### config.mk
export PLATFORM = sky130hd
export DESIGN_NAME = p3drpg_ctrl
export DESIGN_NICKNAME = d
export VERILOG_FILES = /design/src/rtl/core/pseudo3d_road_point_generator_assert.svh /design/src/rtl/core/p3drpg_pkg.sv /design/src/rtl/core/p3drpg_ctrl.sv
export SDC_FILE = /design/constraint.sdc
export NUM_CORES = 1
export LEC_CHECK = 0
export BUFFER_PORTS_ARGS = -buffer_cell sky130_fd_sc_hd__buf_2
export CORE_AREA = 2 2 39 41
export CTS_CLUSTER_DIAMETER = 60
export DETAILED_ROUTE_END_ITERATION = 10
export DIE_AREA = 0 0 41 43
export SLEW_MARGIN = 0
export SYNTH_ARGS = -nofsm -noshare
export SYNTH_HDL_FRONTEND = slang
export SYNTH_SLANG_ARGS = --single-unit
### constraint.sdc
create_clock -name clk -period 1.25 [get_ports clk]
set_input_delay 0.25 -clock clk [delete_from_list [all_inputs] [get_ports clk]]
set_output_delay 0.25 -clock clk [all_outputs]
set_load 0.02 [all_outputs]
### src/rtl/core/pseudo3d_road_point_generator_assert.svh
// Assertion macros for the road point generator.
`ifndef PSEUDO3D_ROAD_POINT_GENERATOR_ASSERT_SVH
`define PSEUDO3D_ROAD_POINT_GENERATOR_ASSERT_SVH

// Check a condition at every clock edge outside reset.
`define P3DRPG_ASSERT_NOW(label, expr) \
  label: assert property (@(posedge clk) disable iff (rst) (expr)) \
    else $error("road point generator: invariant violated");

// Check that a condition implies another in the next cycle.
`define P3DRPG_ASSERT_NEXT(label, pre, post) \
  label: assert property (@(posedge clk) disable iff (rst) (pre) |=> (post)) \
    else $error("road point generator: sequence violated");

`endif

### src/rtl/core/p3drpg_pkg.sv
`timescale 1ns / 1ps

package p3drpg_pkg;

  localparam logic FUNC_WRITE = 1'b0;
  localparam logic FUNC_TICK  = 1'b1;

  localparam logic [1:0] CFG_SEGMENT_LENGTH = 2'd0;
  localparam logic [1:0] CFG_SPEED          = 2'd1;
  localparam logic [1:0] CFG_SEG_COUNT      = 2'd2;
  localparam logic [1:0] CFG_ROAD_HEIGHT    = 2'd3;

  typedef struct packed {
    logic wr;
    logic start;
    logic mod_step;
    logic rd_setup;
    logic mul1;
    logic mul2;
    logic emit;
  } cmd_t;

  typedef struct packed {
    logic mod_done;
    logic run_last;
    logic out_free;
  } status_t;

endpackage

### src/rtl/core/p3drpg_ctrl.sv
`timescale 1ns / 1ps

module p3drpg_ctrl (
  input  logic                clk,
  input  logic                rst,
  input  logic                in_valid,
  input  logic                func,
  output logic                in_stall,
  input  p3drpg_pkg::status_t status,
  output p3drpg_pkg::cmd_t    cmd
);

  typedef enum logic [2:0] {
    IDLE,
    MOD,
    READ,
    MUL1,
    MUL2,
    RUN
  } state_t;

  state_t state;

  assign in_stall = (state != IDLE);

  always_comb begin
    cmd = '0;
    case (state)
      IDLE: begin
        cmd.wr    = in_valid && (func == p3drpg_pkg::FUNC_WRITE);
        cmd.start = in_valid && (func == p3drpg_pkg::FUNC_TICK);
      end
      MOD:  cmd.mod_step = 1'b1;
      READ: cmd.rd_setup = 1'b1;
      MUL1: cmd.mul1     = 1'b1;
      MUL2: cmd.mul2     = 1'b1;
      RUN:  cmd.emit     = status.out_free;
      default: cmd = '0;
    endcase
  end

  always_ff @(posedge clk) begin
    if (rst) begin
      state <= IDLE;
    end else begin
      case (state)
        IDLE: begin
          if (in_valid && (func == p3drpg_pkg::FUNC_TICK)) begin
            state <= MOD;
          end
        end
        MOD: begin
          if (status.mod_done) begin
            state <= READ;
          end
        end
        READ: state <= MUL1;
        MUL1: state <= MUL2;
        MUL2: state <= RUN;
        RUN: begin
          if (status.out_free && status.run_last) begin
            state <= IDLE;
          end
        end
        default: state <= IDLE;
      endcase
    end
  end

endmodule

==> results of run 1 <==
## metrics by stage
step | power, mW | TNS [ps] | cells
2_1_floorplan | 0.2225 | 0 | 27
3_3_place_gp | 0.2688 | 0 | 59
3_5_place_dp | 0.2701 | 0 | 59
4_1_cts | 0.4991 | -525.5 | 69
5_1_grt | 0.5550 | -1137 | 71
6_report | 0.5200 | -657.0 | 71
## layer usage
layer  wire [um]  global-route usage, %  vias to the layer above  part of all wire [%]
met3          44                  4.188                        2                   5.9
li1            -                      -                      151                     -
met5           0                      0                        -                     0
met4          19                  8.000                        0                   2.6
met1         277                  10.36                      137                    37
met2         399                  15.63                       10                    54
## cells in the final DEF (no fill, tap or decap), drive strengths merged, types with 2 or more instances in the layout
cell type  netlist  final
buf              3     27
clkbuf           0      4
nor2             3      3
dfxtp            3      3
nor3             3      3
nor3b            2      2
nand2            2      2
a211oi           2      2
## worst max-delay path: cells and delay by family, from the launching register on
kind,cells,cell delay (ps)
buffers and inverters,1,120
flip-flops,1,360
AND/OR/NAND/NOR,2,430
## worst paths after layout
kind,startpoint,end,slack [ps],depth (start not counted)
setup reg to reg,state[0]$_SDFFE_PP0P_,state[0]$_SDFFE_PP0P_,20,6
hold reg to reg,state[0]$_SDFFE_PP0P_,state[1]$_SDFFE_PP0P_,610,2
hold / removal,rst,state[0]$_SDFFE_PP0P_,200,2
setup / recovery,state[2]$_SDFFE_PP0P_,cmd[5],-140,3
## logic make-up after synthesis
group / after synthesis
multiplexers: 1
flip-flops: 3
AO/OA/AOI/OAI: 4
AND/OR/NAND/NOR: 15
buffers and inverters: 4
## power groups by stage
stage | sequential, mW | combinational (mW) | clock, mW
final | 0.119 | 0.228 | 0.173
after global routing | 0.121 | 0.245 | 0.189
after CTS | 0.117 | 0.205 | 0.177
after detailed placement | 0.125 | 0.146 | 0
after global placement | 0.124 | 0.145 | 0
after floorplan | 0.108 | 0.115 | 0
## area by class of cell
cell class              count  area (sq um)
clock buffers               4         26.28
fillers                   147         860.8
inverters                   1         3.754
multi-input cells          20         186.4
flip-flops and latches      3         71.32
well taps                  16         20.02
repair buffers             27         215.2
## what timing repair did
action | in CTS | in global routing
pin swaps | 4 | 4
hold buffers | 0 | 0
setup buffers | 6 | 2
resized for setup | 20 | 4
endpoints found under the setup margin | 8 | 8
==> flow_summary.json, run 1 <==
{
  "run_status": "finished, violations left",
  "violations": "negative setup slack",
  "synthFlopType": "dfxtp_1",
  "drive_gt1_share_pct": 81.82,
  "placed_area_sq_um": 367.9,
  "grt_pass1_wl_um": 1145,
  "post-route-min-period_ps": 1391,
  "synth_top_area_share_pct": 21.92,
  "ys_ff_latch": 3,
  "die_h_um": 43,
  "cp_slowest_cell": "dfxtp_4",
  "synth_edf_count": 0,
  "setup_viol": 8,
  "tightest_slew_ps": 207.4,
  "yosys_warnings": 0,
  "numCtsBuffers": 3,
  "arrival_ps": 1140,
  "slew_headroom_pct": 86.15,
  "dieArea_sq_um": 1763,
  "power.internal_uw": 357.1,
  "clockRootBuffer": "clkbuf_4",
  "largestRegisters": "state: 3 flops",
  "drt-total-wl_um": 741,
  "area_growth_pct": 90.87,
  "synthMuxAreaShare_pct": 3.653,
  "synth_area_leaders": "dfxtp_1 (22%), buf_6 (12%), nor3_4 (12%), a211oi_2 (9.1%), a31oi_4 (7.8%)",
  "skew_ps": 2.651,
  "grt_use_total_pct": 10.26,
  "peakVddDrop_uv": 317.3,
  "p_seq_share_pct": 22.9,
  "period_share_pct": 111.3,
  "place.gp.congestion": 0.7529,
  "dp_worst_setup_slack_ps": 4.666,
  "avgSynthCellArea_sq_um": 10.15,
  "drc": 0,
  "num_antenna_cells": 0,
  "die_w_um": 41,
  "largest_register_ffs": 3,
  "synthArstFlopShare_pct": 0,
  "wl_per_cell_um": 10.44,
  "finish.utilization_pct": 37.79,
  "hold_class": "primary input to register",
  "fin_area_sq_um": 523.0,
  "rsz0062_at_grt": "yes",
  "end_kind": "output pin",
  "vias": 300,
  "synthTopCellsByCount": "buf_6 (3), dfxtp_1 (3), nor2_1 (3)",
  "powerDensity_nw_per_um2": 994.2,
  "io_pins": 15,
  "synth_area_sq_um": 274.0,
  "core_sq_um": 1384,
  "p_leak_nw": 0.2536,
  "synthAdderAreaFrac_pct": 0,
  "synth-xor-area-share_pct": 0,
  "slowest_delay_ps": 360,
  "first_pass_iters": 2,
  "critPathKind": "register to output pin",
  "maxCapViolations": 0,
  "path_max_fanout": 7,
  "ys_types": 17,
  "p_sw_uw": 162.8,
  "top_register": "state",
  "synthSimpleGateAreaFrac_pct": 42.01,
  "synth.net_count": 34,
  "synth_top_family_by_area": "simple AND/OR/NAND/NOR gates",
  "slew_viol_final": 0,
  "ant_nets": 0,
  "syn_inst": 27,
  "synth-seq-area-share_pct": 21.92,
  "vias_per_cell": 4.225,
  "crit_chain": "nor3_4, and3_1, buf_6",
  "grt_overflow": 0,
  "grt_pass1_vias": 268,
  "antenna_found_initial": 0,
  "cts_tree": "done",
  "grt_max_degree": 8,
  "max_freq_mhz": 719.0,
  "combPwrFrac_pct": 43.8,
  "port_buffers": 14,
  "cts.reportedPaths.clkPinSlew_ps": 40,
  "synth_top_cell_by_area": "dfxtp_1",
  "final_nets": 63,
  "hold_viol": 0,
  "row_count": 14,
  "h-tree-depth": 1,
  "cts_sinks": 3,
  "worstSetupStartpointType": "register",
  "hpwl_um": 432,
  "whs_ps": 196.7,
  "drt_iter0_markers": 5,
  "p_clk_share_pct": 33.3,
  "floorplan.initialDensity_pct": 19.80,
  "required_ps": 1000,
  "insertion_delay_ps": 240,
  "clockBufferDepth": 2,
  "fin_ws_ps": -140.8,
  "switching_share_pct": 31.32,
  "synth_compound_area_share_pct": 18.72
}
Power figures use the tool's default switching activity.
==> run 2: changes to the inputs <==
--- a/config.mk
+++ b/config.mk
@@ -10,6 +10,7 @@
 export CTS_CLUSTER_DIAMETER = 60
 export DETAILED_ROUTE_END_ITERATION = 10
 export DIE_AREA = 0 0 41 43
+export RECOVER_POWER = 100
 export SLEW_MARGIN = 0
 export SYNTH_ARGS = -nofsm -noshare
 export SYNTH_HDL_FRONTEND = slang
==> run 2 against run 1 <==
  * The flow still finishes with violations (negative setup slack)
  * Clock power is essentially flat
  * Worst hold slack hardly changed
  * Flip-flop and latch count did not move
  * Wire length is 3.2% higher
  * Critical path type unchanged
  * Register-to-register slack got worse by 40 ps
  * Combinational power decreased by 2%
==> flow_summary.json, run 2 (synthesis gave the netlist of run 1 again) <==
{
  "run_status": "finished, violations left",
  "violations": "negative setup slack",
  "power_uw": 516.1,
  "end_kind": "output pin",
  "drc": 0,
  "hold_viol": 0,
  "worstSetupStartpointType": "register",
  "cts_sinks": 3,
  "grt_overflow": 0,
  "die_w_um": 41,
  "numCtsBuffers": 3,
  "die_h_um": 43,
  "setup_tns_ps": -691.9,
  "reg2reg_from": "state[0]$_SDFFE_PP0P_",
  "drt-total-wl_um": 765,
  "first_pass_iters": 2,
  "hpwl_um": 432,
  "top_register": "state",
  "peakVddDrop_uv": 316.7,
  "hold_depth": 2,
  "min_to": "state[0]$_SDFFE_PP0P_",
  "floorplan.initialDensity_pct": 19.80,
  "slew_viol_final": 0,
  "port_buffers": 14,
  "clockRootBuffer": "clkbuf_4",
  "fin_ws_ps": -143.2,
  "area_growth_pct": 87.67,
  "drive_gt1_share_pct": 81.82,
  "path_max_fanout": 7,
  "dieArea_sq_um": 1763,
  "vias_per_cell": 4.239,
  "max_freq_mhz": 717.8,
  "regToRegEndpoint": "state[0]$_SDFFE_PP0P_",
  "final_common_cell": "buf_4",
  "powerDensity_nw_per_um2": 1004,
  "slew_headroom_pct": 86.65,
  "grt_pass1_wl_um": 1145,
  "whs_ps": 196.3,
  "core_sq_um": 1384,
  "row_count": 14,
  "insertion_delay_ps": 240,
  "critPathKind": "register to output pin",
  "hold_class": "primary input to register",
  "cts.reportedPaths.clkPinSlew_ps": 40,
  "antenna_found_initial": 0,
  "clockBufferDepth": 2,
  "rsz0062_at_grt": "yes",
  "ctsHoldBuffers": 0,
  "wl_per_cell_um": 10.77,
  "largestRegisters": "state: 3 flops",
  "arrival_ps": 1140,
  "final_nets": 63,
  "grt_max_degree": 8,
  "io_pins": 15,
  "worstHoldStart": "rst",
  "required_ps": 1000,
  "num_antenna_cells": 0,
  "place.gp.congestion": 0.7529,
  "reg2reg_depth": 6,
  "grt_use_total_pct": 10.26,
  "ant_nets": 0,
  "setup_viol": 9,
  "h-tree-depth": 1,
  "cts_tree": "done",
  "final_cell_mix": "buf_4 (12), buf_6 (8), buf_2 (7)",
  "drt_iter0_markers": 3,
  "maxCapViolations": 0,
  "tightest_slew_ps": 199.9,
  "period_share_pct": 111.5,
  "post-route-min-period_ps": 1393,
  "skew_ps": 2.515,
  "r2r_slack_ps": -20,
  "grt_pass1_vias": 268,
  "largest_register_ffs": 3,
  "p_leak_nw": 0.2521,
  "vias": 301
}
[run 2: changes by cell type in the layout (fill, tap and decap cells not counted)]
cell / previous run / this run
a31oi_4: 1 / 0
a31oi_2: 0 / 1
[run 2: cell type report]
class,instances,area (sq um)
clock buffer,4,26.28
tap,16,20.02
inverter,1,3.754
timing repair buffer,27,215.2
fill,150,869.6
sequential,3,71.32
multi-input combinational,20,177.7
[run 2: how the worst max path moves through the flow]
stage	start	cells after the start	slack, ps	end
CTS	state[0]$_SDFFE_PP0P_	3	-130	cmd[5]
detailed placement	state[0]$_SDFFE_PP0P_	3	5	cmd[5]
floorplan	state[0]$_SDFFE_PP0P_	4	10	cmd[6]
global placement	state[0]$_SDFFE_PP0P_	3	30	cmd[5]
global route	state[2]$_SDFFE_PP0P_	4	-230	cmd[6]
finish	state[2]$_SDFFE_PP0P_	3	-140	cmd[5]
[run 2: critical path, cell delays in order (launching register included)]
cell and delay [ps]:
dfxtp_4 360, nor3_4 230, and3_1 200, buf_6 120
[run 2: routing by layer]
| metal | global-route usage, % | vias up | wire length [um] |
|---|---|---|---|
| li1 | - | 152 | - |
| met4 | 8.000 | 0 | 19 |
| met1 | 10.36 | 137 | 303 |
| met2 | 15.63 | 10 | 397 |
| met3 | 4.188 | 2 | 44 |
| met5 | 0 | - | 0 |
[run 2: power breakdown]
part / switching (mW) / internal, mW / leakage (nW)
sequential: 0.0163 / 0.103 / 0.0267
clock: 0.0540 / 0.120 / 0.0150
combinational: 0.0910 / 0.132 / 0.210
total: 0.161 / 0.355 / 0.252
[run 2: what timing repair did]
action                                  4_1_cts  5_1_grt
pin swaps                                     4        4
cloned                                        0        0
setup buffers                                 6        2
endpoints found under the setup margin        8        8
resized for setup                            20        4
[run 2: metrics by stage]
step           setup WS, ps  util, %  cell area [sq um]  std cells
2_1_floorplan         13.30        -              274.0         27
3_3_place_gp          27.97    26.58              367.9         59
3_5_place_dp          4.666    26.58              367.9         59
4_1_cts              -128.5    35.90              496.7         69
5_1_grt              -228.9    37.16              514.2         71
6_report             -143.2    37.16              514.2         71
==> run 3: changes to the inputs <==
--- a/config.mk
+++ b/config.mk
@@ -11,6 +11,7 @@
 export DETAILED_ROUTE_END_ITERATION = 10
 export DIE_AREA = 0 0 41 43
 export RECOVER_POWER = 100
+export REMOVE_ABC_BUFFERS = 1
 export SLEW_MARGIN = 0
 export SYNTH_ARGS = -nofsm -noshare
 export SYNTH_HDL_FRONTEND = slang
==> run 3 against run 2 <==
  * The run still ends with negative setup slack left
  * Die area unchanged
  * Final cell count down 8.5%
  * Non-clock buffer count fell by 6
  * Flip-flop and latch count is the same
  * Critical path type unchanged
  * Global-route usage is 0.93 points lower
  * First-iteration DRC count shrank 100%
  * Utilization shrank 2.6 points
  * Largest power group unchanged
  * Highest routed layer is now met3
  * Critical path depth did not move
  * Maximum frequency shrank 1.1%
  * Final area fell by 7.1%
  * Count of clock-buffer cells in the layout stayed put
  * Critical endpoint unchanged
  * Via count decreased by 10%
==> flow_summary.json, run 3 (synthesis gave the netlist of run 1 again) <==
{
  "run_status": "finished, violations left",
  "violations": "negative setup slack",
  "drt_iter0_markers": 0,
  "final_nets": 57,
  "period_share_pct": 112.7,
  "die_h_um": 43,
  "place.gp.congestion": 0.6485,
  "largestRegisters": "state: 3 flops",
  "combPwrFrac_pct": 38.5,
  "largest_register_ffs": 3,
  "post-route-min-period_ps": 1409,
  "cts_tree": "done",
  "slew_viol_final": 0,
  "register_area_sq_um": 71.32,
  "reg2reg_depth": 5,
  "setup_viol": 7,
  "core_sq_um": 1384,
  "arrival_ps": 1160,
  "power_uw": 479.1,
  "peakVddDrop_uv": 383.6,
  "io_pins": 15,
  "p_sw_uw": 156.3,
  "floorplan.initialDensity_pct": 19.80,
  "insertion_delay_ps": 240,
  "final_cell_mix": "buf_4 (8), buf_6 (7), buf_2 (6), clkbuf_4 (3), dfxtp_4 (3)",
  "tightest_slew_ps": 210.0,
  "required_ps": 1000,
  "hold_viol": 0,
  "p_leak_nw": 0.2258,
  "dieArea_sq_um": 1763,
  "grt_pass1_wl_um": 1055,
  "num_antenna_cells": 0,
  "drive_gt1_share_pct": 81.63,
  "n_fill_cell": 154,
  "grt_pass1_vias": 268,
  "grt_use_total_pct": 9.328,
  "numCtsBuffers": 3,
  "worstHoldStart": "rst",
  "port_buffers": 14,
  "cts_sinks": 3,
  "maxCapViolations": 0,
  "first_pass_iters": 1,
  "min_to": "state[0]$_SDFFE_PP0P_",
  "regToRegEndpoint": "state[0]$_SDFFE_PP0P_",
  "powerDensity_nw_per_um2": 1002,
  "clockBufferDepth": 2,
  "slew_headroom_pct": 85.96,
  "path_max_fanout": 7,
  "end_kind": "output pin",
  "cts.reportedPaths.clkPinSlew_ps": 40,
  "rsz0062_at_grt": "yes",
  "area_growth_pct": 74.43,
  "row_count": 14,
  "power.internal_uw": 322.8,
  "vias_per_cell": 4.154,
  "die_w_um": 41,
  "switching_share_pct": 32.61,
  "ctsHoldBuffers": 0,
  "grt_max_degree": 9,
  "drt-total-wl_um": 722,
  "hpwl_um": 430.7,
  "vias": 270,
  "wl_per_cell_um": 11.11,
  "ant_nets": 0,
  "clockRootBuffer": "clkbuf_4",
  "skew_ps": 8.680,
  "critPathKind": "register to output pin",
  "fin_ws_ps": -159.2,
  "multi_input_area_sq_um": 187.7,
  "p_clk_share_pct": 36.7,
  "max_freq_mhz": 709.6,
  "h-tree-depth": 1,
  "hold_class": "primary input to register",
  "reg2reg_from": "state[1]$_SDFFE_PP0P_",
  "antenna_found_initial": 0,
  "drc": 0,
  "r2r_slack_ps": 120,
  "p_seq_share_pct": 24.8,
  "dp_worst_setup_slack_ps": 40.87,
  "worstSetupStartpointType": "register",
  "grt_overflow": 0,
  "hold_depth": 2,
  "whs_ps": 197.3,
  "final_common_cell": "buf_4",
  "top_register": "state"
}
-- run 3: stage by stage --
| stage | setup TNS (ps) | std cells | util [%] | area (sq um) |
|---|---|---|---|---|
| final | -540.0 | 65 | 34.54 | 478.0 |
| after global routing | -911.2 | 65 | 34.54 | 478.0 |
| after CTS | -631.4 | 64 | 33.27 | 460.4 |
| after detailed placement | 0 | 57 | 25.50 | 352.8 |
| after global placement | 0 | 57 | 25.50 | 352.8 |
| after floorplan | -159.7 | 24 | - | 240.2 |
-- run 3: worst max-delay path, stage by stage, from the launching register on --
cell and delay (ps):
dfxtp_4 370, nor3_4 230, and3_4 220, buf_6 110
-- run 3: cell type report --
type                    instances  area share, %
well taps                      16          4.188
multi-input cells              20          39.27
inverters                       1         0.7853
repair buffers                 21          35.34
clock buffers                   4          5.497
flip-flops and latches          3          14.92
-- run 3: worst max-delay path by stage --
stage | startpoint | endpoint | slack [ps] | cells after the start
after floorplan | state[2]$_SDFFE_PP0P_ | cmd[1] | -100 | 1
after global placement | state[0]$_SDFFE_PP0P_ | cmd[5] | 40 | 3
after detailed placement | state[0]$_SDFFE_PP0P_ | cmd[5] | 40 | 3
after CTS | state[1]$_SDFFE_PP0P_ | cmd[5] | -160 | 3
after global routing | state[2]$_SDFFE_PP0P_ | cmd[5] | -210 | 3
final | state[2]$_SDFFE_PP0P_ | cmd[5] | -160 | 3
-- run 3: power by group through the flow --
| stage | Combinational [mW] | Clock, mW | Sequential (mW) |
|---|---|---|---|
| after floorplan | 0.0814 | 0 | 0.125 |
| after global placement | 0.135 | 0 | 0.122 |
| after detailed placement | 0.136 | 0 | 0.122 |
| after CTS | 0.181 | 0.176 | 0.118 |
| after global routing | 0.197 | 0.196 | 0.121 |
| final | 0.185 | 0.176 | 0.119 |
-- run 3: what timing repair did --
item	4_1_cts	5_1_grt
resized for setup	20	5
buffers inserted	3	1
gates cloned	0	0
pin swaps	4	1
setup endpoints to repair	8	8
-- run 3: per-layer routing --
metal / GRT usage [%] / wire length [um]
met5: 0 / 0
met4: 2.000 / 0
met3: 6.283 / 47
met2: 15.31 / 403
met1: 9.295 / 272
